[src/hw/rtl/wsak_pkg.sv]
`timescale 1ns / 1ps
package wsak_pkg;

    localparam int GUID_LEN   = 36;
    localparam int ACCEPT_LEN = 28;

    localparam logic [31:0] IV0 = 32'h67452301;
    localparam logic [31:0] IV1 = 32'hEFCDAB89;
    localparam logic [31:0] IV2 = 32'h98BADCFE;
    localparam logic [31:0] IV3 = 32'h10325476;
    localparam logic [31:0] IV4 = 32'hC3D2E1F0;

    // control from the sequencer to the round unit
    typedef struct packed {
        logic start;
    } core_ctl_t;

    // status from the round unit back to the sequencer
    typedef struct packed {
        logic busy;
        logic done;
    } core_sts_t;

    function automatic logic [7:0] guid_char(input logic [5:0] i);
        logic [7:0] c;
        case (i)
            6'd0:  c = "2";
            6'd1:  c = "5";
            6'd2:  c = "8";
            6'd3:  c = "E";
            6'd4:  c = "A";
            6'd5:  c = "F";
            6'd6:  c = "A";
            6'd7:  c = "5";
            6'd8:  c = "-";
            6'd9:  c = "E";
            6'd10: c = "9";
            6'd11: c = "1";
            6'd12: c = "4";
            6'd13: c = "-";
            6'd14: c = "4";
            6'd15: c = "7";
            6'd16: c = "D";
            6'd17: c = "A";
            6'd18: c = "-";
            6'd19: c = "9";
            6'd20: c = "5";
            6'd21: c = "C";
            6'd22: c = "A";
            6'd23: c = "-";
            6'd24: c = "C";
            6'd25: c = "5";
            6'd26: c = "A";
            6'd27: c = "B";
            6'd28: c = "0";
            6'd29: c = "D";
            6'd30: c = "C";
            6'd31: c = "8";
            6'd32: c = "5";
            6'd33: c = "B";
            6'd34: c = "1";
            6'd35: c = "1";
            default: c = 8'h00;
        endcase
        return c;
    endfunction

    function automatic logic [6:0] b64_char(input logic [5:0] v);
        logic [6:0] c;
        if (v < 6'd26)
            c = 7'd65 + {1'b0, v};
        else if (v < 6'd52)
            c = 7'd71 + {1'b0, v};
        else if (v < 6'd62)
            c = {1'b0, v} - 7'd4;
        else if (v == 6'd62)
            c = 7'd43;
        else
            c = 7'd47;
        return c;
    endfunction

endpackage

[src/hw/rtl/wsak_sha1_core.sv]
`timescale 1ns / 1ps
module wsak_sha1_core
    import wsak_pkg::*;
(
    input  logic         clk,
    input  logic         rst_n,
    input  core_ctl_t    ctl,
    input  logic [511:0] block,
    input  logic [159:0] chain_in,
    output logic [159:0] chain_out,
    output core_sts_t    sts
);

    logic [31:0]  w_reg [16];
    logic [31:0]  a_reg, b_reg, c_reg, d_reg, e_reg;
    logic [6:0]   rnd_reg;
    logic         busy_reg, done_reg;
    logic [159:0] chain_out_reg;

    logic [31:0] f, k, t, wnew, wcur;

    // one round per cycle, schedule in a 16-word shift window
    assign wcur = w_reg[0];
    assign wnew = {(w_reg[13] ^ w_reg[8] ^ w_reg[2] ^ w_reg[0])} << 1 |
                  {(w_reg[13] ^ w_reg[8] ^ w_reg[2] ^ w_reg[0])} >> 31;

    always_comb
    begin
        if (rnd_reg < 7'd20)
        begin
            f = (b_reg & c_reg) | (~b_reg & d_reg);
            k = 32'h5A827999;
        end
        else if (rnd_reg < 7'd40)
        begin
            f = b_reg ^ c_reg ^ d_reg;
            k = 32'h6ED9EBA1;
        end
        else if (rnd_reg < 7'd60)
        begin
            f = (b_reg & c_reg) | (b_reg & d_reg) | (c_reg & d_reg);
            k = 32'h8F1BBCDC;
        end
        else
        begin
            f = b_reg ^ c_reg ^ d_reg;
            k = 32'hCA62C1D6;
        end
        t = {a_reg[26:0], a_reg[31:27]} + f + e_reg + k + wcur;
    end

    always_ff @(posedge clk or negedge rst_n)
    begin
        if (!rst_n)
        begin
            busy_reg <= 1'b0;
            done_reg <= 1'b0;
            rnd_reg  <= '0;
        end
        else
        begin
            done_reg <= 1'b0;
            if (ctl.start && !busy_reg)
            begin
                busy_reg <= 1'b1;
                rnd_reg  <= '0;
            end
            else if (busy_reg)
            begin
                if (rnd_reg == 7'd79)
                begin
                    busy_reg <= 1'b0;
                    done_reg <= 1'b1;
                end
                rnd_reg <= rnd_reg + 7'd1;
            end
        end
    end

    always_ff @(posedge clk)
    begin
        if (ctl.start && !busy_reg)
        begin
            for (int i = 0; i < 16; i++)
                w_reg[i] <= block[511-32*i -: 32];
            a_reg <= chain_in[159:128];
            b_reg <= chain_in[127:96];
            c_reg <= chain_in[95:64];
            d_reg <= chain_in[63:32];
            e_reg <= chain_in[31:0];
        end
        else if (busy_reg)
        begin
            for (int i = 0; i < 15; i++)
                w_reg[i] <= w_reg[i+1];
            w_reg[15] <= wnew;
            a_reg <= t;
            b_reg <= a_reg;
            c_reg <= {b_reg[1:0], b_reg[31:2]};
            d_reg <= c_reg;
            e_reg <= d_reg;
        end
        else if (done_reg)
        begin
            chain_out_reg <= {chain_in[159:128] + a_reg, chain_in[127:96] + b_reg,
                              chain_in[95:64] + c_reg, chain_in[63:32] + d_reg,
                              chain_in[31:0] + e_reg};
        end
    end

    assign chain_out = chain_out_reg;
    assign sts.busy  = busy_reg;
    assign sts.done  = done_reg;

endmodule

[src/hw/rtl/websocket_accept_key_gen.sv]
`timescale 1ns / 1ps
// channel | dir | tdata            | tuser | tlast
// s_axis  | in  | [7:0] key_byte   | -     | key_last
// m_axis  | out | [6:0] accept_char| -     | char_last
// a key byte is stored as it arrives unless it completes a 64-byte block, which
// then runs 80 rounds on the shared round unit and the add-back before more input
// the last byte triggers guid, padding and one or two more blocks, then 28
// characters leave at one per cycle while m_axis_tready is high
// s_axis_tready is low throughout finishing and character output
// reset clears the sequencer, counters and chain to the sha-1 initial values
module websocket_accept_key_gen
    import wsak_pkg::*;
(
    input  logic       clk,
    input  logic       rst_n,
    input  logic       s_axis_tvalid,
    output logic       s_axis_tready,
    input  logic [7:0] s_axis_tdata,   // [7:0] key_byte
    input  logic       s_axis_tlast,
    output logic       m_axis_tvalid,
    input  logic       m_axis_tready,
    output logic [7:0] m_axis_tdata,   // [6:0] accept_char, [7] zero
    output logic       m_axis_tlast
);

    typedef enum logic [6:0] {
        ST_IN   = 7'b0000001,
        ST_GUID = 7'b0000010,
        ST_PAD  = 7'b0000100,
        ST_CMP  = 7'b0001000,
        ST_WAIT = 7'b0010000,
        ST_ADD  = 7'b0100000,
        ST_OUT  = 7'b1000000
    } state_t;

    state_t       st_reg;
    state_t       ret_reg;      // state to go to after a block finishes
    logic [511:0] blk_reg;
    logic [159:0] chain_reg;
    logic [63:0]  bits_reg;
    logic [5:0]   pos_reg;
    logic [5:0]   gi_reg;       // guid index
    logic         padded_reg;
    logic         len_here_reg; // the length field goes into the current block
    logic         fin_reg;      // this block is the final one
    logic [4:0]   oi_reg;
    logic [167:0] dig_reg;      // digest plus a zero byte, shifted out 6 bits a beat

    core_ctl_t    ctl;
    core_sts_t    sts;
    logic [159:0] chain_new;

    wsak_sha1_core u_core (
        .clk       (clk),
        .rst_n     (rst_n),
        .ctl       (ctl),
        .block     (blk_reg),
        .chain_in  (chain_reg),
        .chain_out (chain_new),
        .sts       (sts)
    );

    assign ctl.start     = (st_reg == ST_CMP);
    assign s_axis_tready = (st_reg == ST_IN);
    assign m_axis_tvalid = (st_reg == ST_OUT);
    assign m_axis_tdata  = {1'b0, (oi_reg >= 5'd27) ? 7'd61 : b64_char(dig_reg[167:162])};
    assign m_axis_tlast  = (oi_reg == 5'(ACCEPT_LEN - 1));

    logic [7:0] pbyte;
    logic       pad_byte_ok;
    logic       pad_final;

    always_comb
    begin
        // padding byte: 0x80 first, zeros, then the length big-endian
        // the length only goes into the block that can still hold it
        if (!padded_reg)
            pbyte = 8'h80;
        else if (!len_here_reg || (pos_reg < 6'd56))
            pbyte = 8'h00;
        else
            pbyte = bits_reg[8*(7 - pos_reg[2:0]) +: 8];
        pad_byte_ok = 1'b1;
        pad_final   = padded_reg && len_here_reg;
    end

    always_ff @(posedge clk or negedge rst_n)
    begin
        if (!rst_n)
        begin
            st_reg       <= ST_IN;
            ret_reg      <= ST_IN;
            chain_reg    <= {IV0, IV1, IV2, IV3, IV4};
            bits_reg     <= '0;
            pos_reg      <= '0;
            gi_reg       <= '0;
            padded_reg   <= 1'b0;
            len_here_reg <= 1'b0;
            fin_reg      <= 1'b0;
            oi_reg       <= '0;
        end
        else
        begin
            case (st_reg)
                ST_IN:
                    if (s_axis_tvalid)
                    begin
                        blk_reg[511-8*pos_reg -: 8] <= s_axis_tdata;
                        bits_reg <= bits_reg + 64'd8;
                        pos_reg  <= pos_reg + 6'd1;
                        gi_reg   <= '0;
                        ret_reg  <= s_axis_tlast ? ST_GUID : ST_IN;
                        if (pos_reg == 6'd63)
                            st_reg <= ST_CMP;
                        else if (s_axis_tlast)
                            st_reg <= ST_GUID;
                    end
                ST_GUID:
                begin
                    blk_reg[511-8*pos_reg -: 8] <= guid_char(gi_reg);
                    bits_reg <= bits_reg + 64'd8;
                    pos_reg  <= pos_reg + 6'd1;
                    gi_reg   <= gi_reg + 6'd1;
                    ret_reg  <= (gi_reg == 6'(GUID_LEN - 1)) ? ST_PAD : ST_GUID;
                    if (pos_reg == 6'd63)
                        st_reg <= ST_CMP;
                    else if (gi_reg == 6'(GUID_LEN - 1))
                        st_reg <= ST_PAD;
                end
                ST_PAD:
                    if (pad_byte_ok)
                    begin
                        blk_reg[511-8*pos_reg -: 8] <= pbyte;
                        padded_reg <= 1'b1;
                        pos_reg    <= pos_reg + 6'd1;
                        if (pos_reg == 6'd63)
                        begin
                            // a non-final pad block leaves the length for the next one
                            st_reg       <= ST_CMP;
                            fin_reg      <= pad_final;
                            ret_reg      <= pad_final ? ST_OUT : ST_PAD;
                            len_here_reg <= 1'b1;
                        end
                        else if (!padded_reg)
                            len_here_reg <= (pos_reg < 6'd56);
                    end
                ST_CMP:
                    st_reg <= ST_WAIT;
                ST_WAIT:
                    if (sts.done)
                        st_reg <= ST_ADD;
                ST_ADD:
                begin
                    chain_reg <= chain_new;
                    if (fin_reg)
                    begin
                        dig_reg    <= {chain_new, 8'h00};
                        oi_reg     <= '0;
                        fin_reg    <= 1'b0;
                        padded_reg <= 1'b0;
                        bits_reg   <= '0;
                        pos_reg    <= '0;
                        st_reg     <= ST_OUT;
                    end
                    else
                        st_reg <= ret_reg;
                end
                ST_OUT:
                    if (m_axis_tready)
                    begin
                        dig_reg <= {dig_reg[161:0], 6'd0};
                        oi_reg  <= oi_reg + 5'd1;
                        if (oi_reg == 5'(ACCEPT_LEN - 1))
                        begin
                            chain_reg <= {IV0, IV1, IV2, IV3, IV4};
                            st_reg    <= ST_IN;
                        end
                    end
                default:
                    st_reg <= ST_IN;
            endcase
        end
    end

endmodule
[config.mk]
export PLATFORM = sky130hd
export DESIGN_NAME = websocket_accept_key_gen
export DESIGN_NICKNAME = d
export VERILOG_FILES = /design/src/hw/rtl/wsak_pkg.sv /design/src/hw/rtl/wsak_sha1_core.sv /design/src/hw/rtl/websocket_accept_key_gen.sv
export SDC_FILE = /design/constraint.sdc
export NUM_CORES = 2
export LEC_CHECK = 0
export ABC_AREA = 0
export BUFFER_PORTS_ARGS = -buffer_cell sky130_fd_sc_hd__clkbuf_2
export CORE_MARGIN = 8
export CORE_UTILIZATION = 40
export CTS_CLUSTER_DIAMETER = 30
export CTS_CLUSTER_SIZE = 8
export DETAILED_ROUTE_END_ITERATION = 6
export GPL_ROUTABILITY_DRIVEN = 0
export SYNTH_ARGS = -nofsm -noshare
export SYNTH_HDL_FRONTEND = slang
export SYNTH_SLANG_ARGS = --single-unit
[constraint.sdc]
create_clock -name clk -period 28.5 [get_ports clk]
set_input_delay 4.275 -clock clk [delete_from_list [all_inputs] [get_ports clk]]
set_output_delay 4.275 -clock clk [all_outputs]
set_load 0.005 [all_outputs]
# After elaboration in Yosys (flattened, before gate mapping)
# Memory sizes are Yosys's and may differ from the RTL's.
# Index checks and enable logic that the tools add are counted.
[classes]
add_sub_neg = 20
magnitude_cmp = 8
n_eq_ne = 21
n_shift = 5
n_mux = 98
bitwise_logic = 32
n_reduce_logical = 26
[ops]
columns = ["cell", "n"]
rows = [
  ["8-bit by 34-bit variable part select with 519-bit output", 3],
  ["512-bit bitwise mux", 3],
  ["512-bit one-hot mux with 3 select lines", 1],
  ["32-bit two-way mux", 31],
  ["8-bit by 34-bit variable shift with 519-bit output, first input constant", 1],
  ["512-bit two-way mux", 1],
  ["168-bit two-way mux", 2],
  ["168-bit one-hot mux with 2 select lines", 1],
  ["160-bit two-way mux", 2],
  ["160-bit one-hot mux with 2 select lines", 1],
  ["32-bit adder", 9],
  ["64-bit one-hot mux with 3 select lines", 1],
  ["32-bit XOR", 5],
  ["7-bit two-way mux", 19],
  ["32-bit bitwise AND", 4],
  ["64-bit two-way mux", 2],
  ["32-bit bitwise OR", 3],
  ["64-bit by 4-bit adder with 64-bit output, second input constant", 1],
  ["64-bit by 33-bit variable part select with 8-bit output", 1],
  ["7-bit one-hot mux with 7 select lines", 1],
  ["32-bit negation with 34-bit output", 1],
  ["32-bit NOT", 1],
  ["32-bit by 1-bit bitwise OR with 32-bit output", 1],
  ["31-bit two-way mux", 1],
  ["other kinds (48)", 114],
]
[word_totals]
register_bits = 1267
ramBits = 512
romBits = 448
input_bits = 13
output_inout_bits = 11
word_cells = 233
n_memories = 2
[mem_list]
columns = ["memory", "depth", "width", "read_ports", "rd_clocked_by_memory_dff", "write_ports", "line", "source"]
rows = [
  ["u_core.w_reg", 16, 32, 16, 0, 16, "wsak_sha1_core.sv:14", "logic [31:0] w_reg [16];"],
  ["(no name shown)", 64, 7, 1, 0, 0, "wsak_pkg.sv:26", "case (i)"],
]

# Longest topological paths before layout
[logic_depth]
ltp_word = 12
mapped_depth = 25
depth_no_buf = 23

# Modules after synthesis
# Synthesis repeated with hierarchy kept, for this count alone.
[unflattened]
cells_unflattened = 8023
area_unflattened_um2 = 90295.4
[by_module_without_submodules]
columns = ["mod", "instances", "cells_each", "area_per_inst_um2", "seq_area_each_um2"]
rows = [
  ["wsak_sha1_core", 1, 4071, 47132.7, 25209.2],
  ["websocket_accept_key_gen", 1, 3952, 43162.6, 26588.0],
]

# Worst setup path after synthesis
# No wires, ideal clock.
[synth_path]
path_type = "register -> register"
from = "reg st_reg[0]"
to = "reg u_core.a_reg[0] (enable)"
setup_ns = 4.724
arrival_time_ns = 11.852
required_time_ns = 23.776
path_slack_ns = 11.924
path_stages_with_launch = 5
n_path_buf = 1
synth_period_minus_slack_ns = 16.576
cell_sequence = "dfstp_2 buf_2 nor2_2 nand4_1 nand2_1"
[synth_between]
elab_chain_cells = 3
[synth_rtl]
columns = ["item", "line", "source"]
rows = [
  ["start, declared", "websocket_accept_key_gen.sv:36", "state_t st_reg;"],
  ["start signal, assigned", "websocket_accept_key_gen.sv:166", "st_reg <= ret_reg;"],
  ["7-bit by 4-bit == test with 1-bit output", "websocket_accept_key_gen.sv:63", "assign ctl.start = (st_reg == ST_CMP);"],
  ["1-bit logical AND", "wsak_sha1_core.sv:82", "if (ctl.start && !busy_reg)"],
  ["2-bit nonzero test (no source line)", "n/a", ""],
  ["end signal, assigned", "wsak_sha1_core.sv:86", "a_reg <= chain_in[159:128];"],
  ["end signal, assigned", "wsak_sha1_core.sv:97", "a_reg <= t;"],
  ["end, declared", "wsak_sha1_core.sv:15", "logic [31:0] a_reg, b_reg, c_reg, d_reg, e_reg;"],
]
# Every way passes these cells.
# A chain may end at the register's enable or synchronous reset.

# Worst setup path after layout
[layout_path]
from = "reg u_core.rnd_reg[4]"
to = "reg u_core.a_reg[30] (data pin)"
[layout_between]
elab_chain_cells = 10
elab_cells_between_ends = 15
classes_between = "4 x add/sub; 3 x order compare; 8 x mux"
[layout_rtl]
columns = ["item", "line", "source"]
rows = [
  ["start, declared", "wsak_sha1_core.sv:16", "logic [6:0] rnd_reg;"],
  ["start signal, assigned", "wsak_sha1_core.sv:75", "rnd_reg <= rnd_reg + 7'd1;"],
  ["7-bit by 6-bit < comparator with 1-bit output", "wsak_sha1_core.sv:39", "else if (rnd_reg < 7'd60)"],
  ["32-bit two-way mux", "wsak_sha1_core.sv:39", ""],
  ["32-bit two-way mux", "wsak_sha1_core.sv:34", "else if (rnd_reg < 7'd40)"],
  ["32-bit two-way mux", "wsak_sha1_core.sv:29", "if (rnd_reg < 7'd20)"],
  ["32-bit adder (2 in a row)", "wsak_sha1_core.sv:49", "t = {a_reg[26:0], a_reg[31:27]} + f + e_reg + k + wcur;"],
  ["32-bit adder (*) (2 in a row)", "wsak_sha1_core.sv:49", ""],
  ["32-bit two-way mux (*)", "wsak_sha1_core.sv:92", "else if (busy_reg)"],
  ["32-bit two-way mux (*)", "wsak_sha1_core.sv:82", ""],
]
# Mark *: on every way between the ends. The rest lies on a longest branch, timed or not. The select of a mux whose other input is x is not followed.

==> metrics.yaml <==
synth.largest_area_cell: "edfxtp_1"
fp.dieH_um: 494.7
synthMuxAreaShare: 0.04775
p_sw_frac: 0.3547
path_max_fanout: 21
globalRouteTotalUtil: 0.2441
ys_seq_area_frac: 0.5651
ys_types: 93
critPathBufInv: 5
synth-seq-cells: 1765
cts-root-buf: "clkbuf_16"
critPathTopFamily: "compound AO/OA/AOI/OAI gates"
hold_depth: 2
clk_pin_slew_ps: 40
final_common_cell: "nand2_1"
nets: 9028
crit_slowest_cell: "inv_1"
critPathLaunchType: "register"
p_leak_nw: 41.06
clk_latency_ps: 970
rsz0062_at_grt: "false"
p_per_area_mw_per_mm2: 114.1
r2r-start: "u_core.rnd_reg[4]"
wire_per_inst_um: 25.70
fmax_ghz: 0.1261
tns_ps: 0
setup_viol: 0
hold_viol_final: 0
seqPwrFrac: 0.314
ir_drop_v: 0.00009190
grt_pass1_wl_mm: 452.6
cts_resized: 0
hold_start: "chain_reg[87]"
whs_ps: 460.9
io_pins: 24
rrSetupSlack_ps: 20570
dp_cells: 11280
postRouteAntennaNets: 0
synth.top_cells.by_area: "edfxtp_1 (49%), nand2_1 (8.1%), dfrtp_1 (4.9%), o21ai_0 (4.1%), mux2_2 (4.0%)"
final_max_slew_viol_count: 35
outcome: "complete, but fails checks"
final_area_sq_mm: 0.1080
cp_cell_sequence: "a41oi_1 -> nand2_1 -> inv_1 -> nor2_1 -> inv_1 -> o221ai_1 -> fa_1 -> inv_1 -> fa_1 -> inv_1 -> fa_1 -> inv_1 -> ha_1 -> o211ai_1 -> nor2_1 -> a21oi_1 -> nor2_1 -> a31oi_1 -> o21a_1 -> a2111oi_0 -> o21a_1 -> o31ai_1"
synth_fa_ha_area_frac: 0.05616
final_cell_mix: "nand2_1 (1972), edfxtp_1 (1504), o21ai_0 (749), nand3_1 (474), a21oi_1 (454)"
grt_overflow: 0
maxCapViolCount: 0
grt_max_degree: 211
cts_made_buffers: 399
netSwitchingPower_w: 0.004370
numPortBuffers: 22
power_frac_comb: 0.318
cts_hold_buf: 0
hold_class: "reg2reg"
worstMarginPinSlew_ps: 1526
synthCells: 8632
post_cts_buffers: 0
violations: "max-slew violations"
antenna_found_initial: 18
drive_gt1_frac: 0.1381
ys.flop_type: "edfxtp_1"
die_w_um: 494.7
syn_nets: 8985
drt_iter0_markers: 8637
fin_cells: 12010
cts_num_sinks: 1765
worstReg2RegEnd: "u_core.a_reg[30]"
dp_hpwl_mm: 210.8
ys_warn_count: 0
synth_top_family_by_area: "simple AND/OR/NAND/NOR gates"
synth_edf_count: 1504
min_period_over_period: 0.2783
synth.avg_cell_area_sq_um: 10.62
intPower_w: 0.007949
core_area_sq_mm: 0.2277
synthArstFlopShare: 0.1479
netlist_area_sq_mm: 0.09166
p_clk_frac: 0.368
end_kind: "register"
hold_end: "chain_reg[87]"
r2r_cells: 22
dieArea_sq_mm: 0.2447
critPathRequiredTime_ps: 29110
finalClockSkew_ps: 90.13
viasPerCell: 5.881
start_util: 0.4025
firstDrtPassIters: 7
cpPeakStageDelay_ps: 810
placed_area_sq_mm: 0.09475
synth-simple-area-share: 0.1507
fillers: 20740
route.detailed.drc: 0
yosys.area.top_type_share: 0.4927
synth_compound_area_frac: 0.1203
fin_crit_ps: 7931
grt_pass1_vias: 68090
syn2layout_area_growth_pct: 17.84
wl_mm: 308.7
cts_buffer_depth: 4
htree_levels: 5
seq_area_sq_mm: 0.05180
cts_tree: "done"
maxSlewHeadroom: -0.01728
multi_input_area_sq_mm: 0.03724
worstPathArrival_ps: 8540
rows: 175
worst-setup-path-type: "reg2reg"
crit_top_cell: "inv_1"
vias: 70620
synth_xor_area_frac: 0.02962
logic make-up after synthesis:
family | count (synthesis)
buf+inv | 737
xor+xnor | 310
compound gates | 1846
flops | 1765
other cells | 1
simple gates | 3253
mux | 380
fa+ha+maj | 340
cells in the mapped netlist (13+ instances only):
cell type,number
o31ai_1,65
dfstp_2,82
o21a_1,50
and3_1,53
and2_1,34
a21oi_1,460
a32o_1,19
a21boi_0,19
o21ai_0,750
a22o_1,20
edfxtp_1,1504
nor3_1,76
nand2b_1,32
a211o_1,15
a21o_1,83
a31o_2,17
o21bai_1,20
or4_1,16
o211ai_1,17
nor2b_1,42
a31oi_1,62
mux2_2,328
buf_1,37
fa_1,119
a211oi_1,30
clkbuf_1,439
dfrtp_1,179
xnor2_1,220
o22a_1,13
nand3_1,474
mux4_2,13
ha_1,221
xor2_1,90
nand2_1,1977
nor2_1,423
o22ai_1,70
a221oi_1,16
inv_1,252
nand4_1,35
or3_1,28
mux2i_1,39
worst register-to-register path, cell delays in order (launching register included):
cell,delay (ps)
dfrtp_1,460
a41oi_1,680
nand2_1,730
inv_1,820
nor2_1,140
inv_1,550
o221ai_1,310
fa_1,550
inv_1,50
fa_1,480
inv_1,60
fa_1,480
inv_1,50
ha_1,400
o211ai_1,130
nor2_1,200
a21oi_1,120
nor2_1,150
a31oi_1,230
o21a_1,270
a2111oi_0,500
o21a_1,180
o31ai_1,70
through the flow:
stage	power (W)	setup slack [ps]	utilization
global placement	0.007651	20980	0.4161
CTS	0.01225	20670	0.4742
floorplan	0.006613	11920	-
finish	0.01232	20570	0.4743
global route	0.01281	20020	0.4742
detailed placement	0.007699	20770	0.4161
power by group through the flow:
stage               Sequential, W  Combinational [W]  Clock (W)
detailed placement        0.00390            0.00380          0
CTS                       0.00386            0.00383    0.00456
finish                    0.00387            0.00392    0.00453
global route              0.00389            0.00424    0.00469
floorplan                 0.00394            0.00267          0
global placement          0.00389            0.00376          0
final cells by class:
| cell class | instances | area share |
|---|---|---|
| clock buffers | 485 | 0.09866 |
| inverters | 254 | 0.008896 |
| flip-flops and latches | 1765 | 0.4796 |
| diodes | 9 | 0.0002085 |
| clock inverters | 232 | 0.02394 |
| well taps | 3009 | 0.03486 |
| repair buffers | 125 | 0.009082 |
| multi-input cells | 6130 | 0.3448 |
layer usage:
metal,routed length [um],global-route usage
met5,79,0
met4,19450,0.1302
met3,29100,0.05648
met2,139800,0.3841
met1,120300,0.3139
worst max-delay path by stage:
stage,from,to,cells after the start
after global routing,u_core.rnd_reg[4],u_core.a_reg[30],22
final,u_core.rnd_reg[4],u_core.a_reg[30],22
after detailed placement,u_core.rnd_reg[4],u_core.a_reg[30],22
after global placement,u_core.rnd_reg[4],u_core.a_reg[30],22
after CTS,st_reg[1],m_axis_tvalid,6
after floorplan,st_reg[0],u_core.a_reg[0],4
No activity file was read; power rests on OpenSTA's default activity.
